[src/rtl/core/rsl_pkg.sv]
`timescale 1ns / 1ps
// ============================================================================
// rsl_pkg: shared types and constants of the radial spotlight luminance block
// Holds the fixed arithmetic widths, the spotlight constants and the word that
// flows through the square-root stages.
// ============================================================================
package rsl_pkg;

  // Configuration register widths and the APB port shape.
  localparam int CFG_BITS   = 14;
  localparam int APB_ADDR_W = 3;
  localparam int APB_DATA_W = 32;

  // Register index codes, selected by paddr[2].
  typedef enum logic {
    REG_CENTER_X = 1'b0,
    REG_CENTER_Y = 1'b1
  } reg_idx_e;

  // Luminance and factor formats.
  localparam int LUM_BITS = 16;
  localparam int FACTOR_W = 17;
  localparam int LPROD_W  = LUM_BITS + FACTOR_W;

  localparam logic [FACTOR_W-1:0] FAR_FACTOR = 17'd13107;
  localparam logic [FACTOR_W-1:0] UNITY      = 17'd65536;
  localparam int                  RADIUS_SQ  = 25600;

  // Square-root datapath: a 32-bit radicand gives a 16-bit root.
  localparam int SQ_RAD_W    = 32;
  localparam int SQ_ROOT_W   = SQ_RAD_W / 2;
  localparam int SQ_REM_W    = SQ_ROOT_W + 3;
  localparam int SQ_STEPS    = 2;
  localparam int SQ_STAGES   = SQ_ROOT_W / SQ_STEPS;
  localparam int S_KEEP_W    = SQ_ROOT_W - 1;

  // floor(d * 32 / 25) = (d * RECIP_M) >> RECIP_SHIFT for every 16-bit d below 40960.
  localparam int                RECIP_W     = 22;
  localparam logic [RECIP_W-1:0] RECIP_M    = 22'd2684355;
  localparam int                RECIP_SHIFT = 21;
  localparam int                PROD_W      = SQ_ROOT_W + RECIP_W;
  localparam int                QUOT_W      = 16;

  // Stage counts: three distance stages, the root stages, three scale stages.
  localparam int DIST_STAGES  = 3;
  localparam int SCALE_STAGES = 3;
  localparam int PIPE_DEPTH   = DIST_STAGES + SQ_STAGES + SCALE_STAGES;

  // Word carried through the square-root stages.
  typedef struct packed {
    logic                 far;
    logic [LUM_BITS-1:0]  lum;
    logic [SQ_RAD_W-1:0]  rad;
    logic [SQ_REM_W-1:0]  rem;
    logic [SQ_ROOT_W-1:0] root;
  } sq_word_t;

endpackage

[src/rtl/core/rsl_if.sv]
`timescale 1ns / 1ps
// ============================================================================
// rsl_if: valid/ready stream interfaces of the spotlight block
// rsl_pix_if carries one pixel word, rsl_lum_if one scaled luminance word.
// ============================================================================
interface rsl_pix_if #(
  parameter int COORD_BITS = 12
);
  logic                  valid;
  logic                  ready;
  logic [COORD_BITS-1:0] pix_x;
  logic [COORD_BITS-1:0] pix_y;
  logic [15:0]           lum_in;

  modport source (output valid, output pix_x, output pix_y, output lum_in, input ready);
  modport sink   (input valid, input pix_x, input pix_y, input lum_in, output ready);
endinterface

interface rsl_lum_if;
  logic        valid;
  logic        ready;
  logic [15:0] lum_out;

  modport source (output valid, output lum_out, input ready);
  modport sink   (input valid, input lum_out, output ready);
endinterface

[src/rtl/core/radial_spotlight_luminance.sv]
`timescale 1ns / 1ps
// ============================================================================
// radial_spotlight_luminance: per-pixel spotlight vignette on a luma stream
// Scales each luminance by 1 - d/200 inside radius 160 of a programmable
// centre and by 0.2 beyond it.
// ============================================================================
// Usage:
//   Pixel words enter on pix_i (pix_x, pix_y, lum_in) and scaled words leave
//   on lum_o (lum_out); both are valid/ready channels, a word moves when valid
//   and ready are high at a rising edge. The centre is set over the APB port:
//   center_x at address 0, center_y at address 4, 14-bit two's complement,
//   read back zero-extended. pready is always high.
//   The datapath is a 14-stage pipeline: three stages for the squared
//   distance, eight stages of the square root at two root bits each, and
//   three stages for the factor and the final product. While nothing stalls,
//   one word is taken every clock. Each stage carries its own valid bit and
//   loads when it is empty or its successor moves, so a stalled receiver
//   freezes only the full stages behind it; bubbles are squeezed out and
//   pix_i keeps accepting until every stage holds a word. Reset empties the
//   pipeline and clears both centre registers to zero. Write the centre only
//   while no word is in flight.
// ============================================================================
module radial_spotlight_luminance
  import rsl_pkg::*;
#(
  parameter int COORD_BITS = 12
) (
  input  logic                  clk_i,
  input  logic                  rst_ni,
  rsl_pix_if.sink               pix_i,
  rsl_lum_if.source             lum_o,
  input  logic                  psel,
  input  logic                  penable,
  input  logic                  pwrite,
  input  logic [APB_ADDR_W-1:0] paddr,
  input  logic [APB_DATA_W-1:0] pwdata,
  output logic [APB_DATA_W-1:0] prdata,
  output logic                  pready
);

  // --------------------------------------------------------------------------
  // Configuration registers. The index is paddr[2]; the low bits are ignored.
  // --------------------------------------------------------------------------
  logic [CFG_BITS-1:0] center_x_q, center_y_q;
  reg_idx_e            reg_idx;
  logic                cfg_wr;

  assign reg_idx = reg_idx_e'(paddr[2]);
  assign cfg_wr  = psel && penable && pwrite;
  assign pready  = 1'b1;

  always_ff @(posedge clk_i or negedge rst_ni) begin
    if (!rst_ni) begin
      center_x_q <= '0;
      center_y_q <= '0;
    end else if (cfg_wr) begin
      unique case (reg_idx)
        REG_CENTER_X: center_x_q <= pwdata[CFG_BITS-1:0];
        REG_CENTER_Y: center_y_q <= pwdata[CFG_BITS-1:0];
        default:      ;
      endcase
    end
  end

  always_comb begin
    unique case (reg_idx)
      REG_CENTER_X: prdata = APB_DATA_W'(center_x_q);
      REG_CENTER_Y: prdata = APB_DATA_W'(center_y_q);
      default:      prdata = '0;
    endcase
  end

  // --------------------------------------------------------------------------
  // Pipeline control. A stage loads when it is empty or the next one moves.
  // --------------------------------------------------------------------------
  logic [PIPE_DEPTH-1:0] valid_q, valid_d, en;

  always_comb begin
    en[PIPE_DEPTH-1] = !valid_q[PIPE_DEPTH-1] || lum_o.ready;
    for (int i = PIPE_DEPTH - 2; i >= 0; i--) begin
      en[i] = !valid_q[i] || en[i+1];
    end
  end

  assign valid_d     = {valid_q[PIPE_DEPTH-2:0], pix_i.valid};
  assign pix_i.ready = en[0];
  assign lum_o.valid = valid_q[PIPE_DEPTH-1];

  always_ff @(posedge clk_i or negedge rst_ni) begin
    if (!rst_ni) begin
      valid_q <= '0;
    end else begin
      for (int i = 0; i < PIPE_DEPTH; i++) begin
        if (en[i]) begin
          valid_q[i] <= valid_d[i];
        end
      end
    end
  end

  // --------------------------------------------------------------------------
  // Datapath.
  // --------------------------------------------------------------------------
  sq_word_t sq_w [SQ_STAGES+1];

  rsl_dist #(
    .COORD_BITS (COORD_BITS)
  ) u_dist (
    .clk_i      (clk_i),
    .en_i       (en[DIST_STAGES-1:0]),
    .pix_x_i    (pix_i.pix_x[COORD_BITS-1:0]),
    .pix_y_i    (pix_i.pix_y[COORD_BITS-1:0]),
    .lum_i      (pix_i.lum_in),
    .center_x_i (center_x_q),
    .center_y_i (center_y_q),
    .sq_o       (sq_w[0])
  );

  for (genvar g = 0; g < SQ_STAGES; g++) begin : g_sqrt
    rsl_sqrt_stage u_sqrt_stage (
      .clk_i (clk_i),
      .en_i  (en[DIST_STAGES+g]),
      .sq_i  (sq_w[g]),
      .sq_o  (sq_w[g+1])
    );
  end

  rsl_scale u_scale (
    .clk_i (clk_i),
    .en_i  (en[PIPE_DEPTH-1 -: SCALE_STAGES]),
    .sq_i  (sq_w[SQ_STAGES]),
    .lum_o (lum_o.lum_out)
  );

endmodule

[src/rtl/core/rsl_dist.sv]
`timescale 1ns / 1ps
// ============================================================================
// rsl_dist: squared distance front end
// Three stages: absolute offsets, squares, sum with the far-radius test.
// ============================================================================
module rsl_dist
  import rsl_pkg::*;
#(
  parameter int COORD_BITS = 12
) (
  input  logic                       clk_i,
  input  logic [DIST_STAGES-1:0]     en_i,
  input  logic [COORD_BITS-1:0]      pix_x_i,
  input  logic [COORD_BITS-1:0]      pix_y_i,
  input  logic [LUM_BITS-1:0]        lum_i,
  input  logic [CFG_BITS-1:0]        center_x_i,
  input  logic [CFG_BITS-1:0]        center_y_i,
  output sq_word_t                   sq_o
);

  localparam int DIFF_W = ((COORD_BITS > CFG_BITS - 1) ? COORD_BITS : CFG_BITS - 1) + 2;
  localparam int ABS_W  = DIFF_W - 1;
  localparam int SQ_W   = 2 * ABS_W;
  localparam int SUM_W  = SQ_W + 1;

  logic [DIFF_W-1:0]   diff_x, diff_y, neg_x, neg_y;
  logic [ABS_W-1:0]    adx_d, ady_d, adx_q, ady_q;
  logic [LUM_BITS-1:0] lum_a_q, lum_b_q;
  logic [SQ_W-1:0]     sqx_d, sqy_d, sqx_q, sqy_q;
  logic [SUM_W-1:0]    sum;
  sq_word_t            sq_d, sq_q;

  // Pixel is zero-extended, the centre sign-extended; the difference is exact.
  always_comb begin
    diff_x = {{(DIFF_W-COORD_BITS){1'b0}}, pix_x_i}
           - {{(DIFF_W-CFG_BITS){center_x_i[CFG_BITS-1]}}, center_x_i};
    diff_y = {{(DIFF_W-COORD_BITS){1'b0}}, pix_y_i}
           - {{(DIFF_W-CFG_BITS){center_y_i[CFG_BITS-1]}}, center_y_i};
    neg_x  = -diff_x;
    neg_y  = -diff_y;
    adx_d  = diff_x[DIFF_W-1] ? neg_x[ABS_W-1:0] : diff_x[ABS_W-1:0];
    ady_d  = diff_y[DIFF_W-1] ? neg_y[ABS_W-1:0] : diff_y[ABS_W-1:0];
  end

  assign sqx_d = SQ_W'(adx_q) * SQ_W'(adx_q);
  assign sqy_d = SQ_W'(ady_q) * SQ_W'(ady_q);

  // Only sums below the radius use the root, and those fit in S_KEEP_W bits.
  always_comb begin
    sum       = SUM_W'(sqx_q) + SUM_W'(sqy_q);
    sq_d.far  = (sum >= SUM_W'(RADIUS_SQ));
    sq_d.lum  = lum_b_q;
    sq_d.rad  = {1'b0, sum[S_KEEP_W-1:0], {(SQ_RAD_W-S_KEEP_W-1){1'b0}}};
    sq_d.rem  = '0;
    sq_d.root = '0;
  end

  always_ff @(posedge clk_i) begin
    if (en_i[0]) begin
      adx_q   <= adx_d;
      ady_q   <= ady_d;
      lum_a_q <= lum_i;
    end
    if (en_i[1]) begin
      sqx_q   <= sqx_d;
      sqy_q   <= sqy_d;
      lum_b_q <= lum_a_q;
    end
    if (en_i[2]) begin
      sq_q <= sq_d;
    end
  end

  assign sq_o = sq_q;

endmodule

[src/rtl/core/rsl_sqrt_stage.sv]
`timescale 1ns / 1ps
// ============================================================================
// rsl_sqrt_stage: one stage of the restoring square root
// Resolves SQ_STEPS root bits from the next radicand digits.
// ============================================================================
module rsl_sqrt_stage
  import rsl_pkg::*;
(
  input  logic     clk_i,
  input  logic     en_i,
  input  sq_word_t sq_i,
  output sq_word_t sq_o
);

  sq_word_t sq_d, sq_q;

  always_comb begin
    logic [SQ_REM_W-1:0] r;
    logic [SQ_REM_W-1:0] t;
    sq_d = sq_i;
    for (int k = 0; k < SQ_STEPS; k++) begin
      r = {sq_d.rem[SQ_REM_W-3:0], sq_d.rad[SQ_RAD_W-1 -: 2]};
      t = {1'b0, sq_d.root, 2'b01};
      if (r >= t) begin
        sq_d.rem  = r - t;
        sq_d.root = {sq_d.root[SQ_ROOT_W-2:0], 1'b1};
      end else begin
        sq_d.rem  = r;
        sq_d.root = {sq_d.root[SQ_ROOT_W-2:0], 1'b0};
      end
      sq_d.rad = {sq_d.rad[SQ_RAD_W-3:0], 2'b00};
    end
  end

  always_ff @(posedge clk_i) begin
    if (en_i) begin
      sq_q <= sq_d;
    end
  end

  assign sq_o = sq_q;

endmodule

[src/rtl/core/rsl_scale.sv]
`timescale 1ns / 1ps
// ============================================================================
// rsl_scale: factor and luminance scaling back end
// Three stages: reciprocal product, factor select, luminance product.
// ============================================================================
module rsl_scale
  import rsl_pkg::*;
(
  input  logic                    clk_i,
  input  logic [SCALE_STAGES-1:0] en_i,
  input  sq_word_t                sq_i,
  output logic [LUM_BITS-1:0]     lum_o
);

  logic [PROD_W-1:0]   prod_q;
  logic                far_q;
  logic [LUM_BITS-1:0] lum_a_q, lum_b_q, lum_out_q;
  logic [QUOT_W-1:0]   quot;
  logic [FACTOR_W-1:0] factor_d, factor_q;
  logic [LPROD_W-1:0]  lprod;

  // d * 32 / 25 by multiplying with a scaled reciprocal.
  assign quot     = prod_q[RECIP_SHIFT +: QUOT_W];
  assign factor_d = far_q ? FAR_FACTOR : (UNITY - FACTOR_W'(quot));
  assign lprod    = LPROD_W'(lum_b_q) * LPROD_W'(factor_q);

  always_ff @(posedge clk_i) begin
    if (en_i[0]) begin
      prod_q  <= PROD_W'(sq_i.root) * PROD_W'(RECIP_M);
      far_q   <= sq_i.far;
      lum_a_q <= sq_i.lum;
    end
    if (en_i[1]) begin
      factor_q <= factor_d;
      lum_b_q  <= lum_a_q;
    end
    if (en_i[2]) begin
      lum_out_q <= lprod[LUM_BITS +: LUM_BITS];
    end
  end

  assign lum_o = lum_out_q;

endmodule

[src/flat_wrapper.sv]
// flat-port wrapper written by rule: the top's interface ports become plain ports
module radial_spotlight_luminance_flat import rsl_pkg::*;
#(
  parameter int COORD_BITS = 12
)
  (clk_i, rst_ni, psel, penable, pwrite, paddr, pwdata, prdata, pready, pix_i_valid, pix_i_pix_x, pix_i_pix_y, pix_i_lum_in, pix_i_ready, lum_o_valid, lum_o_lum_out, lum_o_ready);
  rsl_pix_if #(.COORD_BITS(COORD_BITS)) pix_i_i ();
  rsl_lum_if lum_o_i ();
  input  logic clk_i;
  input  logic rst_ni;
  input  logic psel;
  input  logic penable;
  input  logic pwrite;
  input  logic [APB_ADDR_W-1:0] paddr;
  input  logic [APB_DATA_W-1:0] pwdata;
  output logic [APB_DATA_W-1:0] prdata;
  output logic pready;
  input wire logic [$bits(pix_i_i.valid)-1:0] pix_i_valid;
  input wire logic [$bits(pix_i_i.pix_x)-1:0] pix_i_pix_x;
  input wire logic [$bits(pix_i_i.pix_y)-1:0] pix_i_pix_y;
  input wire logic [$bits(pix_i_i.lum_in)-1:0] pix_i_lum_in;
  output wire logic [$bits(pix_i_i.ready)-1:0] pix_i_ready;
  output wire logic [$bits(lum_o_i.valid)-1:0] lum_o_valid;
  output wire logic [$bits(lum_o_i.lum_out)-1:0] lum_o_lum_out;
  input wire logic [$bits(lum_o_i.ready)-1:0] lum_o_ready;
  assign pix_i_i.valid = pix_i_valid;
  assign pix_i_i.pix_x = pix_i_pix_x;
  assign pix_i_i.pix_y = pix_i_pix_y;
  assign pix_i_i.lum_in = pix_i_lum_in;
  assign pix_i_ready = pix_i_i.ready;
  assign lum_o_valid = lum_o_i.valid;
  assign lum_o_lum_out = lum_o_i.lum_out;
  assign lum_o_i.ready = lum_o_ready;
  radial_spotlight_luminance #(.COORD_BITS(COORD_BITS)) u_core (.clk_i(clk_i), .rst_ni(rst_ni), .pix_i(pix_i_i), .lum_o(lum_o_i), .psel(psel), .penable(penable), .pwrite(pwrite), .paddr(paddr), .pwdata(pwdata), .prdata(prdata), .pready(pready));
endmodule
[config.mk]
export PLATFORM = sky130hd
export DESIGN_NAME = radial_spotlight_luminance_flat
export DESIGN_NICKNAME = d
export VERILOG_FILES = /design/src/rtl/core/rsl_pkg.sv /design/src/rtl/core/rsl_if.sv /design/src/rtl/core/radial_spotlight_luminance.sv /design/src/rtl/core/rsl_dist.sv /design/src/rtl/core/rsl_sqrt_stage.sv /design/src/rtl/core/rsl_scale.sv /design/src/flat_wrapper.sv
export SDC_FILE = /design/constraint.sdc
export NUM_CORES = 2
export LEC_CHECK = 0
export BUFFER_PORTS_ARGS = -buffer_cell sky130_fd_sc_hd__buf_2
export CAP_MARGIN = 10
export CORE_ASPECT_RATIO = 0.5
export CORE_MARGIN = 2
export CORE_UTILIZATION = 65
export DETAILED_ROUTE_END_ITERATION = 8
export PLACE_DENSITY = 0.91
export SLEW_MARGIN = 20
export SYNTH_ARGS = -nofsm -noshare
export SYNTH_HDL_FRONTEND = slang
export SYNTH_SLANG_ARGS = --single-unit
[constraint.sdc]
create_clock -name clk_i -period 9.1 [get_ports clk_i]
set_input_delay 1.82 -clock clk_i [delete_from_list [all_inputs] [get_ports clk_i]]
set_output_delay 1.82 -clock clk_i [all_outputs]
set_load 0.005 [all_outputs]
* Word-level counts from Yosys, hierarchy flattened
Index checks and enable logic that the tools add are counted.
Storage, ports and cells: input bits 82, register bits 700, logic and storage cells 162, output and inout port bits 51
Cells by class: add/subtract/negate cells 21, muxes and demuxes 19, multipliers 4, magnitude comparators 17, bitwise gates (word level) 1, reductions and logical operators 32
Operators with widths (number):
- $mux 33 | 15
- $ge 19x18->1 | 15
- $sub 17x17->17 | 14
- $pmux 32 s2 | 1
- $mul 14x14->28 | 2
- $mul 16x22->37 const B | 1
- $mul 16x17->32 | 1
- $sub 13x14->15 | 2
- $add 28x28->29 | 1
- $ge 29x15->1 const B | 1
- $mux 14 | 2
- $neg 14->14 | 2
- $sub 17x16->17 const A | 1
- $logic_not 1->1 | 14
- $logic_or 1x1->1 | 14
- $reduce_and 2->1 | 2
- $logic_and 1x1->1 | 2
- $sub 1x1->2 const B | 1
- $ge 1x1->1 const B | 1
- $mux 1 | 1
- $not 1->1 | 1

* Depth between registers and ports, before layout
depth in word-level cells 15, mapped depth 25, gate-level depth less buffers 25

* Modules after synthesis
From an unflattened synthesis, not the netlist that was laid out.
Unflattened totals: cells, all modules 7305, area, all modules 76916.3 µm²
Modules (own cells, without submodules):
- rsl_sqrt_stage | seq. area each 2402.3 µm², instances 8, area an instance 4802.1 µm², cells an instance 429
- rsl_dist | seq. area each 4384.2 µm², instances 1, area an instance 18900.6 µm², cells an instance 1896
- rsl_scale | seq. area each 2462.4 µm², instances 1, area an instance 17611.9 µm², cells an instance 1830
- radial_spotlight_luminance | seq. area each 1051.0 µm², instances 1, area an instance 1986.9 µm², cells an instance 147

* Worst setup path before layout
No wires, ideal clock.
kind input-to-output, start input port lum_o_ready, end output port pix_i_ready, stages on the path 9, buffers on the path 0, data required time 7.280 ns, arrival 6.674 ns, slack 0.606 ns, cells stage by stage nor2b_1 -> nand2_1 -> nor2_1 -> nand2_1 -> nor2_1 -> and2_1 -> nand3_1 -> inv_1 -> nand3_1
On the way: word-level cells in the longest chain between the ends 14
Ends and longest elaborated chain:
- start, declared | RTL line flat_wrapper.sv:25 | input wire logic [$bits(lum_o_i.ready)-1:0] lum_o_ready;
- $logic_or 1x1->1 | RTL line radial_spotlight_luminance.sv:79 | en[PIPE_DEPTH-1] = !valid_q[PIPE_DEPTH-1] || lum_o.ready;
- $logic_or 1x1->1 | RTL line radial_spotlight_luminance.sv:81 | en[i] = !valid_q[i] || en[i+1];
- net u_core.en[12] | RTL line radial_spotlight_luminance.sv:76 | logic [PIPE_DEPTH-1:0] valid_q, valid_d, en;
- $logic_or 1x1->1 (4 in series) | RTL line radial_spotlight_luminance.sv:81
- net u_core.en[8] | RTL line radial_spotlight_luminance.sv:76
- $logic_or 1x1->1 (6 in series) | RTL line radial_spotlight_luminance.sv:81
- net u_core.en[2] | RTL line radial_spotlight_luminance.sv:76
- $logic_or 1x1->1 (2 in series) | RTL line radial_spotlight_luminance.sv:81
- end, declared | RTL line flat_wrapper.sv:22 | output wire logic [$bits(pix_i_i.ready)-1:0] pix_i_ready;
The timed path passes the listed nets, and every way through them passes these cells.

* Final worst setup path
start register u_core.u_scale.lum_b_q[6], end register u_core.u_scale.lum_out_q[15], in the netlist u_core.u_scale.lum_o[15], data pin
On the way: word-level cells in the longest chain between the ends 1
Ends and longest elaborated chain:
- start, declared | RTL line rsl_scale.sv:17 | logic [LUM_BITS-1:0] lum_a_q, lum_b_q, lum_out_q;
- start signal, assigned | RTL line rsl_scale.sv:35 | lum_b_q <= lum_a_q;
- $mul 16x17->32 | RTL line rsl_scale.sv:25 | assign lprod = LPROD_W'(lum_b_q) * LPROD_W'(factor_q);
- net u_core.u_scale.lprod[31] | RTL line rsl_scale.sv:20 | logic [LPROD_W-1:0] lprod;
- end signal, assigned | RTL line rsl_scale.sv:38 | lum_out_q <= lprod[LUM_BITS +: LUM_BITS];
- end, declared | RTL line rsl_scale.sv:17
The timed path passes the listed nets, and every way through them passes these cells. A chain may end at the register's enable or synchronous reset.

==> metrics <==
result of the run complete, no violations; portion of the clock cycle consumed by the worst path in the final layout 81.5%; master cell of the clock root buffer sky130_fd_sc_hd__clkbuf_16; crit-path max FO 17; largest net degree at the start of global routing 56; Setup Total Neg Slack 0 ps; summed instance area of the synthesized netlist 54,700 sq um; Arr. time, crit path 7820 ps; clock transition time at the flip-flop clock pins of the worst setup and hold paths 60 ps; final worst path period need 7420 ps; worst reg-to-reg setup slack 1680 ps; footprint of the multi-input gates 32,600 sq um; Vias per Instance 5.81; Critical Path, Cell by Cell and2_1, fa_1, inv_1, fa_1, fa_1, fa_1, inv_1, fa_1, inv_1, fa_1, inv_1, ha_1, a211oi_1, nor2_1, o22ai_1, a211oi_1, o2111ai_1, a21oi_1, o211ai_1, a21oi_1, a21oi_1, xnor2_1; register area share after synthesis 32.9%; biggest cell delay along the critical path 850 ps; startpoint of the lowest-slack hold path u_core.g_sqrt[1].u_sqrt_stage.sq_o[73]; wire length after detailed routing 113,000 um; Ports 133; Detailed Place HPWL 87,700 um; floorplan row count 75; final-layout fill cell count 5,468; TritonCTS clock tree yes; flops & latches, synth 606; ys flop type sky130_fd_sc_hd__edfxtp_1; worst slew margin relative to its limit 28.9%; Core Area 83,600 sq um; end of the worst register-to-register path u_core.u_scale.lum_o[15]; layout overhead on the synthesized area 5.92%; worst r2r src u_core.u_scale.lum_b_q[6]; # Post-CTS Setup Buffers 0; initial core utilization 65.5%; DRC violation count after routing 0; Hold Path End u_core.g_sqrt[2].u_sqrt_stage.sq_o[73]; Port-buffer cells 93; synthesized instance count 5,140; floorplan die area 86,700 sq um; clk buf depth 3; number of antenna violations at the first check in global routing 1; share of cells above drive strength 1 6.08%; count of vias placed by the detailed router 37,000; final worst clock skew 43.0 ps; iteration-0 DRC count of the detailed router 2,678; remaining global-route overflow 0; overall global routing resource usage 26.8%; Fmax achieved 135 MHz; Data required, critical path 9510 ps; Most Frequent Cell on Critical Path sky130_fd_sc_hd__fa_1; Die Height 209 um; Worst Max-Slew Pin Slew 1070 ps; Max H-tree Level 2; post-cts repair resize count 0; count of yosys warnings during synthesis 0; combined flip-flop and latch cell area 18,000 sq um; final setup violation count 0; Async SR Flop Fraction 6.93%; Final GP Congestion 0.928; count of different cell masters after synthesis 95; Avg Synthesized Cell Area 10.6 sq um; number of buffers created by CTS 54; clk_lat worst skew 670 ps; kind of path behind the tightest hold check register to register; post-route ant nets 0; cell type of the slowest stage on the worst timing path sky130_fd_sc_hd__a211oi_1; number of hold violations in the final report 0; CTS sink count 606; number of nets in the layout 6,444; wire length of the first global-routing pass 190,000 um; cts hold-fix bufs 0; Max Cap Violations 0; number of enable-type register cells in the synthesized netlist 564; unrepaired setup endpoints after global routing false; critical path's top delay family adder cells; die width 414 um; Crit Path Category register to register; cell count of the worst reg-to-reg path 22; number of global-route vias before repair 40,400; mean routed wirelength per cell 17.8 um; startpoint types register; final-report max-slew violation count 0; Worst Hold Depth 0; Buf/Inv on CP 4; capturing element type of the critical path register; drt first pass iters 6
-- area by class of cell --
type	instances	area share, %
multi-input combinational	3459	56.3
sequential	606	31.0
inverter	974	6.31
clock buffer	64	2.41
tap	1116	2.41
timing repair buffer	108	1.00
clock inverter	35	0.563
antenna	1	0.00432
-- worst max-delay path by stage --
stage | from | slack [ps] | endpoint | depth (start not counted)
after floorplan | lum_o_ready | 610 | pix_i_ready | 9
after global placement | u_core.u_scale.lum_b_q[6] | 2100 | u_core.u_scale.lum_o[15] | 22
after detailed placement | u_core.u_scale.lum_b_q[6] | 1980 | u_core.u_scale.lum_o[15] | 22
after CTS | u_core.u_scale.lum_b_q[6] | 1920 | u_core.u_scale.lum_o[15] | 22
after global routing | u_core.u_dist.adx_q[6] | 1420 | u_core.u_dist.sqx_q[26] | 23
final | u_core.u_scale.lum_b_q[6] | 1680 | u_core.u_scale.lum_o[15] | 22
-- Yosys cell counts, types with 8 or more instances --
| cell type | number | share of area (%) |
|---|---|---|
| sky130_fd_sc_hd__a211oi_1 | 28 | 0.38 |
| sky130_fd_sc_hd__a21boi_0 | 12 | 0.16 |
| sky130_fd_sc_hd__a21o_1 | 60 | 0.82 |
| sky130_fd_sc_hd__a21oi_1 | 195 | 1.8 |
| sky130_fd_sc_hd__a31oi_1 | 17 | 0.19 |
| sky130_fd_sc_hd__and2_1 | 239 | 2.7 |
| sky130_fd_sc_hd__and3_1 | 23 | 0.26 |
| sky130_fd_sc_hd__buf_4 | 19 | 0.26 |
| sky130_fd_sc_hd__clkbuf_1 | 86 | 0.59 |
| sky130_fd_sc_hd__dfrtp_1 | 42 | 1.9 |
| sky130_fd_sc_hd__edfxtp_1 | 564 | 31 |
| sky130_fd_sc_hd__fa_1 | 558 | 20 |
| sky130_fd_sc_hd__ha_1 | 601 | 14 |
| sky130_fd_sc_hd__inv_1 | 973 | 6.7 |
| sky130_fd_sc_hd__mux2_1 | 9 | 0.19 |
| sky130_fd_sc_hd__mux2_2 | 66 | 1.4 |
| sky130_fd_sc_hd__mux2i_1 | 11 | 0.20 |
| sky130_fd_sc_hd__nand2_1 | 410 | 2.8 |
| sky130_fd_sc_hd__nand2b_1 | 40 | 0.46 |
| sky130_fd_sc_hd__nand3_1 | 64 | 0.59 |
| sky130_fd_sc_hd__nand4_1 | 30 | 0.34 |
| sky130_fd_sc_hd__nor2_1 | 240 | 1.6 |
| sky130_fd_sc_hd__nor2b_1 | 40 | 0.46 |
| sky130_fd_sc_hd__nor3_1 | 77 | 0.70 |
| sky130_fd_sc_hd__nor3b_1 | 13 | 0.18 |
| sky130_fd_sc_hd__nor4_1 | 18 | 0.21 |
| sky130_fd_sc_hd__o2111ai_1 | 8 | 0.13 |
| sky130_fd_sc_hd__o211a_1 | 9 | 0.16 |
| sky130_fd_sc_hd__o211ai_1 | 13 | 0.18 |
| sky130_fd_sc_hd__o21a_1 | 45 | 0.62 |
| sky130_fd_sc_hd__o21ai_0 | 139 | 1.3 |
| sky130_fd_sc_hd__o21bai_1 | 24 | 0.33 |
| sky130_fd_sc_hd__o31ai_1 | 17 | 0.23 |
| sky130_fd_sc_hd__or2_2 | 23 | 0.26 |
| sky130_fd_sc_hd__or3_1 | 28 | 0.32 |
| sky130_fd_sc_hd__xnor2_1 | 165 | 2.6 |
| sky130_fd_sc_hd__xor2_1 | 82 | 1.3 |
-- sequential cells by signal (all words and copies together), names as in the netlist, 17 cells and up --
| name | count |
|---|---|
| u_core.u_dist.sqy_q | 27 |
| u_core.u_scale.factor_q | 17 |
| u_core.g_sqrt.u_sqrt_stage.sq_o | 336 |
| u_core.u_dist.sqx_q | 27 |
| u_core.u_dist.sq_o | 32 |
-- metrics by stage --
| step | area (sq um) | utilization [%] | worst slack [ps] | hold slack [ps] | std cells |
|---|---|---|---|---|---|
| final | 58000 | 69.3 | 1680 | 392 | 6363 |
| after global placement | 56200 | 67.3 | 2100 | 400 | 6263 |
| after detailed placement | 56200 | 67.3 | 1980 | 405 | 6263 |
| after CTS | 58000 | 69.3 | 1920 | 397 | 6362 |
| after floorplan | 54800 | - | 606 | 400 | 5157 |
| after global routing | 58000 | 69.3 | 1420 | 400 | 6363 |
-- placed cells by master, fill, tap and decap left out, types with 12 or more instances in the layout --
master and count:
sky130_fd_sc_hd__edfxtp_1 564, sky130_fd_sc_hd__o21a_1 45, sky130_fd_sc_hd__xor2_1 82, sky130_fd_sc_hd__buf_2 92, sky130_fd_sc_hd__nor4_1 18, sky130_fd_sc_hd__or2_2 23, sky130_fd_sc_hd__o31ai_1 17, sky130_fd_sc_hd__and2_1 239
sky130_fd_sc_hd__nand2b_1 40, sky130_fd_sc_hd__a31oi_1 17, sky130_fd_sc_hd__nor2_1 240, sky130_fd_sc_hd__inv_1 973, sky130_fd_sc_hd__buf_4 16, sky130_fd_sc_hd__nor3_1 77, sky130_fd_sc_hd__nand4_1 30, sky130_fd_sc_hd__mux2_2 66
sky130_fd_sc_hd__nand3_1 62, sky130_fd_sc_hd__clkbuf_16 54, sky130_fd_sc_hd__conb_1 19, sky130_fd_sc_hd__o211ai_1 13, sky130_fd_sc_hd__nand2_1 408, sky130_fd_sc_hd__dfrtp_1 42, sky130_fd_sc_hd__a21boi_0 12, sky130_fd_sc_hd__fa_1 558
sky130_fd_sc_hd__or3_1 28, sky130_fd_sc_hd__nor3b_1 13, sky130_fd_sc_hd__a211oi_1 28, sky130_fd_sc_hd__o21bai_1 24, sky130_fd_sc_hd__ha_1 601, sky130_fd_sc_hd__nor2b_1 40, sky130_fd_sc_hd__o21ai_0 139, sky130_fd_sc_hd__and3_1 23
sky130_fd_sc_hd__a21o_1 60, sky130_fd_sc_hd__xnor2_1 165, sky130_fd_sc_hd__a21oi_1 195
-- layer usage --
| layer | vias to the layer above | wire length, um | GRT usage (%) | share of wire, % |
|---|---|---|---|---|
| li1 | 17100 | - | - | - |
| met1 | 18100 | 42500 | 31.0 | 38 |
| met2 | 1327 | 59300 | 49.9 | 52 |
| met3 | 371 | 6750 | 4.02 | 6.0 |
| met4 | 0 | 4510 | 11.1 | 4.0 |
| met5 | - | 0 | 0 | 0 |
-- cell families after synthesis --
logic type | share of synthesized area, %
other | 0.0137
AOI/OAI and AO/OA | 7.92
muxes | 1.74
and+or+nand+nor | 11.7
buffers and inverters | 7.68
DFF | 32.9
adders and majority gates | 34.2
xor gates and xnor gates | 3.95
Power is left out: the tool's default activity adds up to more than one toggle a clock period on the data nets, which glitch-free logic cannot reach.
